--- config.mk ---
export PLATFORM = sky130hd
export DESIGN_NAME = channel_offset_deframer_unit
export DESIGN_NICKNAME = d
export VERILOG_FILES = /design/src/rtl/cod_pkg.sv /design/src/rtl/channel_offset_deframer_unit.sv
export SDC_FILE = /design/constraint.sdc
export NUM_CORES = 1
export LEC_CHECK = 0
export ABC_AREA = 1
export BUFFER_PORTS_ARGS = -buffer_cell sky130_fd_sc_hd__buf_4
export CAP_MARGIN = 10
export CORE_ASPECT_RATIO = 0.8
export CORE_UTILIZATION = 35
export CTS_BUF_LIST = sky130_fd_sc_hd__clkbuf_16
export DETAILED_ROUTE_END_ITERATION = 10
export PLACE_DENSITY = 0.61
export REMOVE_ABC_BUFFERS = 1
export SYNTH_ARGS = -nofsm -noshare
export SYNTH_HDL_FRONTEND = slang
export SYNTH_SLANG_ARGS = --single-unit
--- constraint.sdc ---
create_clock -name clk -period 4.5 [get_ports clk]
set_input_delay 0.675 -clock clk [delete_from_list [all_inputs] [get_ports clk]]
set_output_delay 0.675 -clock clk [all_outputs]
set_load 0.005 [all_outputs]
--- src/rtl/cod_pkg.sv ---
package cod_pkg;

	// Field widths of the two channels
	localparam int unsigned LEN_W      = 16;
	localparam int unsigned MASK_W     = 8;
	localparam int unsigned CHAN_IDX_W = 7;

	// Running offset register width
	localparam int unsigned OFFSET_W   = 18;

	// Byte counts of the channel framing
	localparam int unsigned ALIGN_BYTES     = 8;
	localparam int unsigned LEN_FIELD_BYTES = 2;

	typedef struct packed {
		logic [LEN_W-1:0]  length_word;
		logic [LEN_W-1:0]  payload_bytes;
		logic [MASK_W-1:0] unit_enable_mask;
	} in_item_t;

	typedef struct packed {
		logic [CHAN_IDX_W-1:0] chan_index;
		logic                  offset_valid;
		logic [LEN_W-1:0]      chan_offset;
		logic                  fit_error;
		logic                  last_channel;
		logic                  all_found;
	} out_item_t;

endpackage

--- src/rtl/channel_offset_deframer_unit.sv ---
// Channel offset deframer.
// Input channel (in_valid/in_ready/in_data): one item per readout channel, in
// channel order, carrying the length word read at the current offset, the
// payload length and the unit enable mask. Output channel (out_valid/
// out_ready/out_data): one result item per input item, giving the channel
// index, its start offset when valid, the sticky fit error, the last-channel
// mark and, on the last channel, whether every channel was accounted for.
// Each item passes through an input register and then a result register,
// with the offset adds, fit compares and 8-byte align between. Throughput
// is one item per cycle while the receiver takes results; the running offset,
// channel counters and valid count step with each result, so items may follow
// back to back. When the receiver stalls, the result register holds and the
// input register still takes one more item; after that in_ready drops until
// the result is taken. Reset (arst_n low) clears the pipeline and all event
// state; items are taken from the first clock edge after reset is released.
// After the last channel of an event the state returns to its reset value.
module channel_offset_deframer_unit #(
	parameter int unsigned CHANNELS_PER_UNIT = 12,
	parameter int unsigned NUM_UNITS         = 8
) (
	input  logic                clk,
	input  logic                arst_n,
	input  logic                in_valid,
	output logic                in_ready,
	input  cod_pkg::in_item_t   in_data,
	output logic                out_valid,
	input  logic                out_ready,
	output cod_pkg::out_item_t  out_data
);
	import cod_pkg::*;

	localparam int unsigned TOTAL_CHANNELS = CHANNELS_PER_UNIT * NUM_UNITS;
	localparam int unsigned CNT_W  = $clog2(TOTAL_CHANNELS + 1);
	localparam int unsigned POS_W  = (CHANNELS_PER_UNIT > 1) ? $clog2(CHANNELS_PER_UNIT) : 1;
	localparam int unsigned UNIT_W = (NUM_UNITS > 1) ? $clog2(NUM_UNITS) : 1;
	localparam int unsigned MASK_IDX_W = $clog2(MASK_W);
	localparam int unsigned SUM_W  = OFFSET_W + 1;

	localparam logic [CNT_W-1:0]  LAST_CHAN = CNT_W'(TOTAL_CHANNELS - 1);
	localparam logic [CNT_W-1:0]  TOTAL_CNT = CNT_W'(TOTAL_CHANNELS);
	localparam logic [POS_W-1:0]  LAST_POS  = POS_W'(CHANNELS_PER_UNIT - 1);
	localparam logic [UNIT_W-1:0] LAST_UNIT = UNIT_W'(NUM_UNITS - 1);
	localparam logic [SUM_W-1:0]  ALIGN_MASK = SUM_W'(ALIGN_BYTES - 1);

	// Pipeline registers
	logic      valid_s1, valid_s2;
	in_item_t  item_s1;
	out_item_t item_s2;

	// Event state
	logic [OFFSET_W-1:0] offset_q;
	logic [CNT_W-1:0]    chan_q;
	logic [POS_W-1:0]    pos_q;
	logic [UNIT_W-1:0]   unit_q;
	logic                failed_q;
	logic [CNT_W-1:0]    valid_cnt_q;

	logic advance_s2, advance_s1;

	// Step logic
	logic                  unit_en, is_last, unit_end, chan_fail, chan_ok;
	logic [SUM_W-1:0]      sum_len, sum_hdr, end_off;
	logic [CNT_W-1:0]      valid_cnt_d;
	logic                  failed_d;
	logic [OFFSET_W-1:0]   offset_d;
	out_item_t             result;

	assign advance_s2 = !valid_s2 || out_ready;
	assign advance_s1 = valid_s1 && advance_s2;
	assign in_ready   = !valid_s1 || advance_s2;
	assign out_valid  = valid_s2;
	assign out_data   = item_s2;

	// Check the channel against the payload and work out the next offset
	always_comb begin
		unit_en  = item_s1.unit_enable_mask[MASK_IDX_W'(unit_q)];
		is_last  = (chan_q == LAST_CHAN);
		unit_end = (pos_q == LAST_POS);
		sum_len  = SUM_W'(offset_q) + SUM_W'(item_s1.length_word);
		sum_hdr  = SUM_W'(offset_q) + SUM_W'(LEN_FIELD_BYTES);
		chan_fail = (sum_hdr >= SUM_W'(item_s1.payload_bytes)) ||
			(sum_len > SUM_W'(item_s1.payload_bytes));
		chan_ok  = !failed_q && unit_en && !chan_fail;
		end_off  = unit_end ? ((sum_len + ALIGN_MASK) & ~ALIGN_MASK) : sum_len;

		failed_d    = failed_q || (unit_en && chan_fail);
		valid_cnt_d = valid_cnt_q;
		offset_d    = offset_q;
		if (!failed_q && (!unit_en || !chan_fail)) begin
			valid_cnt_d = valid_cnt_q + CNT_W'(1);
		end
		if (chan_ok) begin
			offset_d = end_off[OFFSET_W-1:0];
		end

		result.chan_index   = CHAN_IDX_W'(chan_q);
		result.offset_valid = chan_ok;
		result.chan_offset  = chan_ok ? offset_q[LEN_W-1:0] : '0;
		result.fit_error    = failed_d;
		result.last_channel = is_last;
		result.all_found    = is_last && (valid_cnt_d == TOTAL_CNT);
	end

	// Hold or advance the pipeline valid bits
	always_ff @(posedge clk or negedge arst_n) begin
		if (!arst_n) begin
			valid_s1 <= 1'b0;
			valid_s2 <= 1'b0;
		end else begin
			if (in_ready) begin
				valid_s1 <= in_valid;
			end
			if (advance_s2) begin
				valid_s2 <= valid_s1;
			end
		end
	end

	// Capture payloads
	always_ff @(posedge clk) begin
		if (in_valid && in_ready) begin
			item_s1 <= in_data;
		end
		if (advance_s1) begin
			item_s2 <= result;
		end
	end

	// Advance the event state once per item; clear it after the last channel
	always_ff @(posedge clk or negedge arst_n) begin
		if (!arst_n) begin
			offset_q    <= '0;
			chan_q      <= '0;
			pos_q       <= '0;
			unit_q      <= '0;
			failed_q    <= 1'b0;
			valid_cnt_q <= '0;
		end else if (advance_s1) begin
			if (is_last) begin
				offset_q    <= '0;
				chan_q      <= '0;
				pos_q       <= '0;
				unit_q      <= '0;
				failed_q    <= 1'b0;
				valid_cnt_q <= '0;
			end else begin
				offset_q    <= offset_d;
				chan_q      <= chan_q + CNT_W'(1);
				failed_q    <= failed_d;
				valid_cnt_q <= valid_cnt_d;
				if (unit_end) begin
					pos_q <= '0;
					if (unit_q != LAST_UNIT) begin
						unit_q <= unit_q + UNIT_W'(1);
					end
				end else begin
					pos_q <= pos_q + POS_W'(1);
				end
			end
		end
	end

`ifndef NO_ASSERTIONS
	a_offset_zero_when_invalid: assert property (@(posedge clk) disable iff (!arst_n)
		out_valid && !out_data.offset_valid |-> out_data.chan_offset == '0)
		else $error("invalid channel carries a non-zero offset");

	a_all_found_on_last: assert property (@(posedge clk) disable iff (!arst_n)
		out_valid && out_data.all_found |-> out_data.last_channel)
		else $error("all_found raised away from the last channel");

	a_valid_excludes_error: assert property (@(posedge clk) disable iff (!arst_n)
		out_valid && out_data.offset_valid |-> !out_data.fit_error)
		else $error("valid channel reported with fit error set");

	a_count_bounded: assert property (@(posedge clk) disable iff (!arst_n)
		valid_cnt_q <= chan_q)
		else $error("valid count ahead of channel count");
`endif

endmodule
======== Word-level counts from Yosys, hierarchy flattened ========
Cells that the tools add are included.
Widths: inputs -> output; s select.
word-level totals
  register bits after elaboration ......... 109
  input bits .............................. 44
  output and inout bits ................... 29
  word-level logic and storage cells ...... 67
cells by class
  add/subtract/negate cells ............... 7
  $lt $le $gt $ge ......................... 3
  equal/unequal tests ..................... 4
  muxes and demuxes ....................... 14
  reductions and logical operators ........ 22
operators by type and width
  cell                   number
  $mux 18                3
  $mux 7                 3
  $add 18x16->19         1
  $add 18x2->19 const B  1
  $ge 19x16->1           1
  $gt 19x16->1           1
  $add 18x3->18 const B  1
  $add 7x1->7 const B    2
  $eq 7x7->1 const B     2
  $mux 3                 3
  $mux 4                 2
  $logic_and 1x1->1      7
  $reduce_bool 2->1      3
  $logic_not 1->1        5
  $logic_or 1x1->1       5
  $add 4x1->4 const B    1
  $eq 4x4->1 const B     1
  $lt 3x4->1 const B     1
  $add 3x1->3 const B    1
  $bmux 1 s3             1
  $ne 3x3->1 const B     1
  $reduce_and 3->1       1
  $mux 1                 2
  $reduce_and 2->1       1

======== Depth between registers and ports, before layout ========
Gate-level depths: netlist of run 1.
  depth in word-level cells ............... 9
  mapped depth ............................ 30
  depth with buffers taken out ............ 30

======== Least setup slack after synthesis of run 1 ========
Ideal clock, no wire load.
  kind .................................... reg2reg
  from .................................... register offset_q[0]
  to ...................................... register item_s2 (netlist bit out_data[0]) (data pin)
  setup time .............................. 251 ps
  arrival time ............................ 3201 ps
  setup slack ............................. 1048 ps
  stages on the path, launching flop included .. 25
  clock period less this slack ............ 3452 ps
  path through ............................ dfrtp_1 ha_1 inv_1 fa_1 o21ai_4 nand2_2 nand2_2 a21oi_1 xor2_1 inv_1 ha_1 a21oi_1 nor2_1 a211oi_1 nand2_1 nand2_1 nand2_1 nand2_1 nand3_4 nand2_4 nand2_4 o21ai_1 inv_1 nand3_1 nor2_1
RTL lines
  item                    line                                 RTL
  start, declared         channel_offset_deframer_unit.sv:51   logic [OFFSET_W-1:0] offset_q;
  start signal, assigned  channel_offset_deframer_unit.sv:147  offset_q <= offset_d;
  end signal, assigned    channel_offset_deframer_unit.sv:125  item_s2 <= result;
  end, declared           channel_offset_deframer_unit.sv:48   out_item_t item_s2;

======== Worst setup path in the final report of run 1 ========
  from .................................... register item_s1[24] (netlist bit)
  to ...................................... register offset_q[11]
on the way
  cells in the longest elaborated chain, start to end .. 7
  elaborated cells on any way between the ends .. 11
  those cells by class .................... 2 x add/sub; 1 x order compare; 3 x mux; 5 x reduce/logical
RTL lines
  item                         line                                 RTL
  start, declared              channel_offset_deframer_unit.sv:47   in_item_t item_s1;
  start signal, assigned       channel_offset_deframer_unit.sv:122  item_s1 <= in_data;
  $add 18x16->19               channel_offset_deframer_unit.sv:79   sum_len = SUM_W'(offset_q) + SUM_W'(item_s1.length_word);
  $gt 19x16->1                 channel_offset_deframer_unit.sv:82   (sum_len > SUM_W'(item_s1.payload_bytes));
  $logic_or 1x1->1             channel_offset_deframer_unit.sv:81   chan_fail = (sum_hdr >= SUM_W'(item_s1.payload_bytes)) ||
  $logic_not 1->1              channel_offset_deframer_unit.sv:83   chan_ok = !failed_q && unit_en && !chan_fail;
  $logic_and 1x1->1            channel_offset_deframer_unit.sv:83
  net chan_ok                  channel_offset_deframer_unit.sv:61   logic unit_en, is_last, unit_end, chan_fail, chan_ok;
  $reduce_bool 2->1 (no line)  n/a
  $reduce_and 2->1 (no line)   n/a
The timed path passes the listed nets, and every way through them passes these cells. The select of a mux whose other input is x is not followed.
A chain may end at the register's enable or synchronous reset.

==> results of run 1 <==
-- cells in the final DEF, fill, tap and decap left out, types with 4 or more instances in the layout --
cell type    n
a21oi_1     28
buf_4       77
clkbuf_16    9
clkinv_1     4
dfrtp_1     42
edfxtp_1    67
ha_1        54
inv_1      111
nand2_1    149
nand2_2      8
nand3_1     38
nand3_2      4
nand3b_1     4
nand4_1      9
nor2_1      75
nor2_2       4
nor2_4       5
nor3_1       9
o21ai_0     26
o21ai_1     14
o22ai_1      6
xnor2_1      4
xor2_1      23
xor2_2       4
-- logic make-up after synthesis --
| group | after synthesis | share of synthesized area (%) |
|---|---|---|
| flops | 109 | 47.0 |
| simple gates | 314 | 22.0 |
| fa+ha+maj | 55 | 10.7 |
| buf+inv | 118 | 7.07 |
| compound gates | 94 | 8.39 |
| xor+xnor | 32 | 4.88 |
-- registers in the layout, summed over array words and instances, names as in the netlist --
register	flops
valid_cnt_q	7
out_data	27
out_valid	1
unit_q	3
valid_s1	1
failed_q	1
chan_q	7
pos_q	4
offset_q	18
item_s1	40
-- cell type report --
cell class / instances / area share (%)
sequential: 109 / 40.3
multi-input combinational: 495 / 39.4
timing repair buffer: 77 / 7.61
inverter: 111 / 5.48
tap: 230 / 3.79
clock buffer: 9 / 2.96
clock inverter: 7 / 0.494
-- stage by stage --
| step | cell area, um2 | hold WS [ps] | worst slack [ps] | utilization (%) | power (mW) |
|---|---|---|---|---|---|
| after global routing | 7600 | 368 | 21.9 | 41.8 | 3.93 |
| after CTS | 7600 | 340 | 389 | 41.8 | 3.65 |
| after detailed placement | 7340 | 442 | 427 | 40.4 | 2.92 |
| final | 7600 | 324 | 367 | 41.8 | 3.62 |
| after floorplan | 6470 | 379 | 1050 | - | 2.48 |
| after global placement | 7340 | 433 | 431 | 40.4 | 2.90 |
-- worst max-delay path: cells and delay by family (launching register included) --
kind,cells,cell delay [ps]
DFF,1,340
xor gates and xnor gates,1,380
adders and majority gates,3,950
and+or+nand+nor,11,1120
AOI/OAI and AO/OA,6,1070
buffers and inverters,2,160
-- power by group --
group | switching, mW | internal, mW
registers | 0.133 | 1.27
clock network | 0.354 | 0.369
logic | 0.925 | 0.566
-- worst min-delay path by stage --
| stage | from | to | slack (ps) | cells past startpoint |
|---|---|---|---|---|
| floorplan | arst_n | chan_q[0] | 380 | 0 |
| global placement | chan_q[6] | out_data[26] | 430 | 0 |
| detailed placement | chan_q[6] | out_data[26] | 440 | 0 |
| CTS | arst_n | offset_q[11] | 340 | 1 |
| global route | arst_n | offset_q[11] | 370 | 1 |
| finish | arst_n | offset_q[11] | 320 | 1 |
-- layer usage --
| layer | vias up | part of all wire (%) |
|---|---|---|
| met4 | 0 | 1.3 |
| li1 | 2552 | - |
| met2 | 129 | 43 |
| met1 | 2205 | 50 |
| met5 | - | 0 |
| met3 | 14 | 5.9 |
==> key figures, run 1 <==
Clocking
  • Clk_lat worst skew: 360 ps
  • # resized after CTS: 0
  • CTS Root Cell: clkbuf_16
  • H-tree levels: 3
  • Clk buf depth: 2
  • CTS buffer count: 9
  • Hold-fix buffers, CTS: 0
  • CTS tree: done
  • Clock-pin slew on the worst setup and hold paths: 70 ps
  • Postcts setup bufs: 0
  • CTS Sinks: 109

Finish
  • Sequential cell area: 3060 um2
  • Layout Nets: between 900 and 1000
  • Footprint of the multi-input gates: approximately 3000 um2
  • Post-Layout Cell Count: 1038
  • Fraction of layout cells with a size suffix above 1: between 10% and 20%
  • ANT cells: 0
  • Fillers: between 1500 and 2000
  • Layout area overhead: 16.7%

Synth
  • Synth cell types: 46
  • Seq/Total Area, Yosys: a little under half
  • Synth top cells by count: nand2_1 (149), inv_1 (109), nor2_1 (75)
  • Most common cell in the netlist: nand2_1
  • Synthesized instance count: approximately 720
  • Area share of the largest cell type after synthesis: between 30% and 40%
  • Syn Area/Cell: 9.02 um2
  • Top FF cell, synth: edfxtp_1
  • Mapped Area: 6510 um2
  • Number of flops mapped to enable cells by yosys: 67
  • Synth area leaders: edfxtp_1 (31%), dfrtp_1 (16%), ha_1 (10%), nand2_1 (8.6%), inv_1 (6.3%)
  • Yosys warns: 0
  • Ys async rst share: 38.5%
  • Synth area leader: edfxtp_1
  • Yosys reg bits: approximately 110

Setup path
  • Critical R2R Capture: offset_q[11]
  • CP max stage delay: between 400 and 500 ps
  • Crit-path slowest cell: fa_1
  • Worst R2R Setup Slack: 370 ps
  • CP arrival: about 4400 ps
  • Crit-path max FO: 31
  • CP Launch Type: flip-flop
  • Crit path from: item_s1[24]
  • Worst Setup EP: offset_q[11]
  • Critical Path RT: ~4800 ps
  • CP Cell Sequence: ha_1 > inv_1 > fa_1 > o21ai_4 > nand2_2 > nand2_2 > a21oi_1 > xor2_1 > inv_1 > ha_1 > a21oi_1 > nor2_1 > a211oi_1 > nand2_1 > nand2_1 > nand2_1 > nand2_1 > nand3_4 > nor2_4 > nand2_2 > nand2_4 > o2111ai_1 > o21ai_1
  • Critical path class: flip-flop to flip-flop
  • Worst setup EP type: flip-flop
  • R2R depth: 23
  • R2r startpoint: item_s1[24]
  • Critical Path Most Common Cell: nand2_1

Timing
  • Worst slew pin tran: 601 ps
  • Period utilization: between 90% and 100%
  • Slew Viols, Final: 0
  • Final hold violations: 0
  • Setup_tns: 0 ps
  • Final min period: 4130 ps
  • Max Clk Rate: around 0.24 GHz
  • RSZ-0062 raised after global routing: false
  • Clk_skew: ~9 ps
  • Worst rel slew slack: roughly three fifths
  • Final setup fails: 0

Routing
  • DRT Wirelength: 14600 um
  • Remaining DRCs: 0
  • Post-DRT Antenna Nets: 0
  • Pre-antenna DRT Iters: 5
  • Vias per cell: around 4.7
  • Per-cell routed wire length: around 14 um
  • Via count: 4900
  • DR iter-0 viols: 270

Flow run
  • Max-Cap Viols: 0

Global routing
  • GRT met2 Usage: 24.8%
  • Largest net degree at the start of global routing: 43
  • Top Usage Layer GRT: met2
  • Vias in the first global route: between 4000 and 5000
  • Met3 usage: approximately 3.4%
  • First-pass GRT wire length: 24000 um
  • Met1 GRT Util: 23.7%
  • Initial antenna violation count: 0
  • Gr usage total: ~16%
  • Overflow after GRT: 0

Power
  • Peak supply drop: around 180 uV
  • PwrDens: 476 nW/um2
  • Lkg Pwr: 3.68 nW

Place
  • Detailed placement HPWL: approximately 11000 um
  • Placed instance count: 1022
  • Gpl congestion: 0.865
  • Port Buffers: slightly above 70

Status
  • Status: complete, no violations

Min path
  • Hold Crit Class: primary input to asynchronous set/reset pin

Floorplanning
  • Die W: ~150 um
  • Total Die Area: roughly 19000 um2
  • Ports: 73
  • Total core area: approximately 18000 um2
  • Initial core utilization: a little over a third
  • Die Y: roughly 120 um
  • # rows: 44
Power figures use the tool's default switching activity.
==> inputs of run 2 (changes only) <==
CTS_BUF_LIST = sky130_fd_sc_hd__clkbuf_4 sky130_fd_sc_hd__clkbuf_8   (was sky130_fd_sc_hd__clkbuf_16)
==> run 2 against run 1 <==
Against the previous run: largest cell class unchanged; count of clock-buffer cells in the layout rose by 3; worst setup slack worse by 5.8 ps; combinational power about the same; routed wire length rose by 0.14%; die area unchanged; cell area shrank 1.2%; sequential share of layout area rose by 0.48 points; via count up 0.29%; hold slack worse by 37 ps; cell count unchanged; critical endpoint unchanged; register-to-register slack hardly changed; non-clock buffer count stayed put.
==> key figures, run 2 (synthesized netlist as in run 1, its figures left out) <==
Setup path
  • Critical path class: flip-flop to flip-flop (unchanged)
  • Critical R2R Capture: offset_q[11] (unchanged)
  • Worst R2R Setup Slack: 360 ps (was 370 ps)
  • R2R depth: 23 (unchanged)
  • Worst setup EP type: flip-flop (unchanged)
  • CP Launch Type: flip-flop (unchanged)
  • Crit-path max FO: 31 (unchanged)
  • CP arrival: 4460 ps (was 4420 ps)
  • R2r startpoint: offset_q[0] (was item_s1[24])
  • Critical Path RT: 4820 ps (was 4780 ps)

Finish
  • Layout Nets: 902 (unchanged)
  • Most frequent cells in the layout: nand2_1 (149), inv_1 (108), buf_4 (77) (was nand2_1 (149), inv_1 (111), buf_4 (77))
  • Fraction of layout cells with a size suffix above 1: 16.0% (was 15.6%)
  • Post-layout util: 41.3% (was 41.8%)
  • Leading cell type in the layout, fill and taps excluded: nand2_1 (unchanged)
  • Max FFs per register: 40 (unchanged)
  • Post-Layout Cell Count: 1038 (unchanged)
  • Biggest register: item_s1 (unchanged)
  • Layout area overhead: 15.3% (was 16.7%)
  • Fillers: 1833 (was 1824)
  • ANT cells: 0 (unchanged)
  • Finished Cell Area: 7510 um2 (was 7600 um2)

Clocking
  • CTS buffer count: 9 (unchanged)
  • CTS Root Cell: clkbuf_8 (was clkbuf_16)
  • Clk_lat worst skew: 380 ps (was 360 ps)
  • Clock-pin slew on the worst setup and hold paths: 100 ps (was 70 ps)
  • Postcts setup bufs: 0 (unchanged)
  • Hold-fix buffers, CTS: 0 (unchanged)
  • H-tree levels: 3 (unchanged)
  • Clk buf depth: 2 (unchanged)
  • CTS tree: done (unchanged)
  • CTS Sinks: 109 (unchanged)
  • # resized after CTS: 0 (unchanged)

Global routing
  • First-pass GRT wire length: 24000 um (about the same)
  • Gr usage total: 16.4% (about the same)
  • Overflow after GRT: 0 (unchanged)
  • Largest net degree at the start of global routing: 43 (unchanged)
  • Vias in the first global route: 4589 (was 4591)
  • Initial antenna violation count: 0 (unchanged)

Timing
  • Slack of the critical path: 362 ps (was 367 ps)
  • Clk_skew: 12.2 ps (was 8.99 ps)
  • Worst rel slew slack: 59.8% (was 59.9%)
  • Final min period: 4140 ps (was 4130 ps)
  • Final hold violations: 0 (unchanged)
  • Slew Viols, Final: 0 (unchanged)
  • Final setup fails: 0 (unchanged)
  • Setup_tns: 0 ps (unchanged)
  • Hold slack: 287 ps (was 324 ps)
  • RSZ-0062 raised after global routing: false (unchanged)
  • Max Clk Rate: 0.242 GHz (about the same)
  • Worst slew pin tran: 603 ps (was 601 ps)
  • Period utilization: 92.0% (was 91.8%)

Floorplanning
  • Ports: 73 (unchanged)
  • Die Y: 124 um (unchanged)
  • Initial core utilization: 35.9% (unchanged)
  • Total Die Area: 19200 um2 (unchanged)
  • Total core area: 18200 um2 (unchanged)
  • Die W: 155 um (unchanged)
  • # rows: 44 (unchanged)

Place
  • Port Buffers: 72 (unchanged)
  • Placement Cell Area: 7340 um2 (unchanged)
  • Placed instance count: 1022 (unchanged)
  • Gpl congestion: 0.865 (unchanged)
  • Detailed placement HPWL: 11200 um (unchanged)
  • Pre-CTS WS: 427 ps (unchanged)

Power
  • PwrDens: 459 nW/um2 (was 476 nW/um2)
  • Overall power: 3.45 mW (was 3.62 mW)
  • Peak supply drop: 172 uV (was 181 uV)
  • Lkg Pwr: 3.63 nW (was 3.68 nW)

Routing
  • Pre-antenna DRT Iters: 5 (unchanged)
  • DR iter-0 viols: 297 (was 270)
  • Vias per cell: 4.73 (was 4.72)
  • Via count: 4914 (was 4900)
  • Per-cell routed wire length: 14.1 um (about the same)
  • DRT Wirelength: 14600 um (about the same)
  • Post-DRT Antenna Nets: 0 (unchanged)
  • Remaining DRCs: 0 (unchanged)

Flow run
  • Max-Cap Viols: 0 (unchanged)

Min path
  • Hold Crit Class: primary input to asynchronous set/reset pin (unchanged)

Status
  • Status: complete, no violations (unchanged)
==> run 2: cell types whose count changed in the layout (fill, tap and decap cells not counted) <==
cell	previous run	this run
inv_1	111	108
clkbuf_4	0	3
clkbuf_16	9	0
clkbuf_8	0	9
==> run 2: worst max-delay path by stage <==
stage                      from           end  cells past startpoint
floorplan           offset_q[0]   out_data[0]                     24
global placement    offset_q[0]  offset_q[11]                     23
detailed placement  offset_q[0]  offset_q[11]                     23
CTS                 item_s1[24]  offset_q[11]                     23
global route        item_s1[24]  offset_q[11]                     23
finish              offset_q[0]  offset_q[11]                     23
==> run 2: layout make-up <==
cell class | instances | area [um2] | area share [%]
well taps | 230 | 288 | 3.83
repair buffers | 77 | 578 | 7.70
clock buffers | 12 | 146 | 1.95
clock inverters | 4 | 26.3 | 0.350
multi-input cells | 495 | 2990 | 39.8
flip-flops and latches | 109 | 3060 | 40.8
inverters | 111 | 417 | 5.55
==> run 2: where the power goes <==
part,total (mW),switching (mW),internal [mW]
sequential,1.40,0.134,1.27
clock,0.552,0.332,0.220
combinational,1.49,0.925,0.566
total,3.45,1.39,2.05
==> run 2: per-layer routing <==
layer	track usage [%]	vias up	part of all wire, %
li1	-	2548	-
met1	23.7	2231	51
met2	24.7	119	42
met3	3.48	16	5.1
met4	4.83	0	1.4
met5	0	-	0
==> run 2: critical path, cell delays in order (launching register included) <==
cell	delay [ps]
dfrtp_1	360
ha_1	220
inv_1	70
fa_1	430
o21ai_4	230
nand2_2	70
nand2_2	120
a21oi_1	90
xor2_1	390
inv_1	90
ha_1	300
a21oi_1	130
nor2_1	50
a211oi_1	340
nand2_1	100
nand2_1	70
nand2_1	40
nand2_1	90
nand3_4	100
nor2_4	120
nand2_2	80
nand2_4	280
o2111ai_1	170
o21ai_1	100
==> inputs of run 3 (changes only) <==
CELL_PAD_IN_SITES_DETAIL_PLACEMENT = 0   (was not set)
CELL_PAD_IN_SITES_GLOBAL_PLACEMENT = 2   (was not set)
HOLD_SLACK_MARGIN = 0.06   (was not set)
PLACE_DENSITY = 0.86   (was 0.61)
==> run 3 against run 2 <==
Against the previous run: sequential share of layout area is 0.21 points lower; power is 2.2% higher; routed wire length is 8.3% higher; utilization is 0.21 points higher; combinational power is 3% higher; cell area is 0.52% higher; highest routed layer unchanged; via count is 1.1% higher; critical path depth is 3 higher.
==> key figures, run 3 (synthesized netlist as in run 1, its figures left out) <==
Status
  • Status: complete, no violations (unchanged)

Routing
  • Pre-antenna DRT Iters: 6 (was 5)
  • DRT Wirelength: 15900 um (was 14600 um)
  • Per-cell routed wire length: 15.3 um (was 14.1 um)
  • Via count: 4970 (was 4914)
  • Remaining DRCs: 0 (unchanged)
  • DR iter-0 viols: 217 (was 297)
  • Vias per cell: 4.78 (was 4.73)
  • Post-DRT Antenna Nets: 0 (unchanged)

Finish
  • Footprint of the multi-input gates: 3010 um2 (was 2990 um2)
  • Layout area overhead: 15.9% (was 15.3%)
  • Sequential cell area: 3060 um2 (unchanged)
  • Fraction of layout cells with a size suffix above 1: 16.4% (was 16.0%)
  • ANT cells: 0 (unchanged)
  • Leading cell type in the layout, fill and taps excluded: nand2_1 (unchanged)
  • Finished Cell Area: 7550 um2 (was 7510 um2)
  • Biggest register: item_s1 (unchanged)
  • Fillers: 1818 (was 1833)
  • Most frequent cells in the layout: nand2_1 (149), inv_1 (108), buf_4 (78) (was nand2_1 (149), inv_1 (108), buf_4 (77))
  • Layout Nets: 903 (was 902)
  • Max FFs per register: 40 (unchanged)

Timing
  • Setup_tns: 0 ps (unchanged)
  • RSZ-0062 raised after global routing: false (unchanged)
  • Slew Viols, Final: 0 (unchanged)
  • Worst slew pin tran: 762 ps (was 603 ps)
  • Max Clk Rate: 0.246 GHz (was 0.242 GHz)
  • Hold slack: 267 ps (was 287 ps)
  • Final hold violations: 0 (unchanged)
  • Clk_skew: 17.1 ps (was 12.2 ps)
  • Period utilization: 90.5% (was 92.0%)
  • Final setup fails: 0 (unchanged)
  • Final min period: 4070 ps (was 4140 ps)
  • Worst rel slew slack: 48.9% (was 59.8%)

Clocking
  • Clk_lat worst skew: 410 ps (was 380 ps)
  • # resized after CTS: 0 (unchanged)
  • Hold-fix buffers, CTS: 0 (unchanged)
  • CTS buffer count: 9 (unchanged)
  • Postcts setup bufs: 0 (unchanged)
  • CTS Root Cell: clkbuf_8 (unchanged)
  • Clk buf depth: 2 (unchanged)
  • Clock-pin slew on the worst setup and hold paths: 110 ps (was 100 ps)
  • CTS tree: done (unchanged)
  • H-tree levels: 3 (unchanged)
  • CTS Sinks: 109 (unchanged)

Floorplanning
  • Ports: 73 (unchanged)
  • Initial core utilization: 35.9% (unchanged)
  • Total Die Area: 19200 um2 (unchanged)
  • # rows: 44 (unchanged)
  • Die Y: 124 um (unchanged)
  • Die W: 155 um (unchanged)
  • Total core area: 18200 um2 (unchanged)

Power
  • Lkg Pwr: 3.64 nW (was 3.63 nW)
  • Peak supply drop: 220 uV (was 172 uV)
  • Overall power: 3.52 mW (was 3.45 mW)
  • PwrDens: 467 nW/um2 (was 459 nW/um2)

Setup path
  • CP arrival: 4240 ps (was 4460 ps)
  • Critical Path RT: 4670 ps (was 4820 ps)
  • Worst setup EP type: flip-flop (unchanged)
  • CP Launch Type: flip-flop (unchanged)
  • Crit-path max FO: 9 (was 31)
  • Critical path class: flip-flop to flip-flop (unchanged)
  • Crit-path slowest cell: fa_1 (unchanged)
  • R2R depth: 26 (was 23)
  • Critical Path Most Common Cell: nand2_1 (unchanged)
  • CP max stage delay: 450 ps (was 430 ps)

Min path
  • Hold Crit Class: primary input to asynchronous set/reset pin (unchanged)

Place
  • Detailed placement HPWL: 12200 um (was 11200 um)
  • Port Buffers: 72 (unchanged)
  • Gpl congestion: 0.866 (was 0.865)
  • Placement Cell Area: 7340 um2 (about the same)

Global routing
  • Vias in the first global route: 4780 (was 4589)
  • Initial antenna violation count: 0 (unchanged)
  • First-pass GRT wire length: 25400 um (was 24000 um)
  • Gr usage total: 17.7% (was 16.4%)
  • Largest net degree at the start of global routing: 43 (unchanged)
  • Overflow after GRT: 0 (unchanged)

Flow run
  • Max-Cap Viols: 0 (unchanged)
-- run 3: area by class of cell --
cell class                      instances  share of cell area, %
Sequential cell                       109                   40.6
Clock inverter                          6                  0.713
Tap cell                              230                   3.81
Inverter                              111                   5.52
Multi-Input combinational cell        495                   39.9
Clock buffer                           10                   1.74
Timing Repair Buffer                   78                   7.76
-- run 3: metrics by stage --
step           std cells  utilization [%]  worst slack (ps)
3_3_place_gp        1023             40.4               322
5_1_grt             1039             41.5              42.8
6_report            1039             41.5               429
2_1_floorplan        715                -              1050
3_5_place_dp        1023             40.4               347
4_1_cts             1039             41.4               282
-- run 3: worst paths after layout --
kind,slack [ps],to,from
setup / recovery,430,out_data[0],offset_q[0]
hold / removal,270,valid_cnt_q[5],arst_n
setup reg to reg,430,out_data[0],offset_q[0]
hold reg to reg,470,out_data[26],chan_q[6]
max in group asynchronous,3840,offset_q[9],arst_n
min in group clk,430,item_s1[28],in_data[28]
-- run 3: where the power goes --
group,internal [mW],switching [mW]
Combinational,0.581,0.944
Clock,0.221,0.373
Sequential,1.27,0.135
Total,2.07,1.45
-- run 3: routing by layer --
layer	routed length, um	vias up	global-route usage, %
li1	-	2550	-
met1	8090	2317	24.6
met2	6980	92	27.8
met3	611	11	4.11
met4	173	0	4.27
met5	0	-	0
-- run 3: critical path, delay by kind of cell, from the launching register on --
kind | cells | cell delay [ps]
AO/OA/AOI/OAI | 5 | 1040
adder cells (fa/ha/maj) | 3 | 960
buffers and inverters | 3 | 210
flip-flops | 1 | 370
AND/OR/NAND/NOR | 15 | 1230
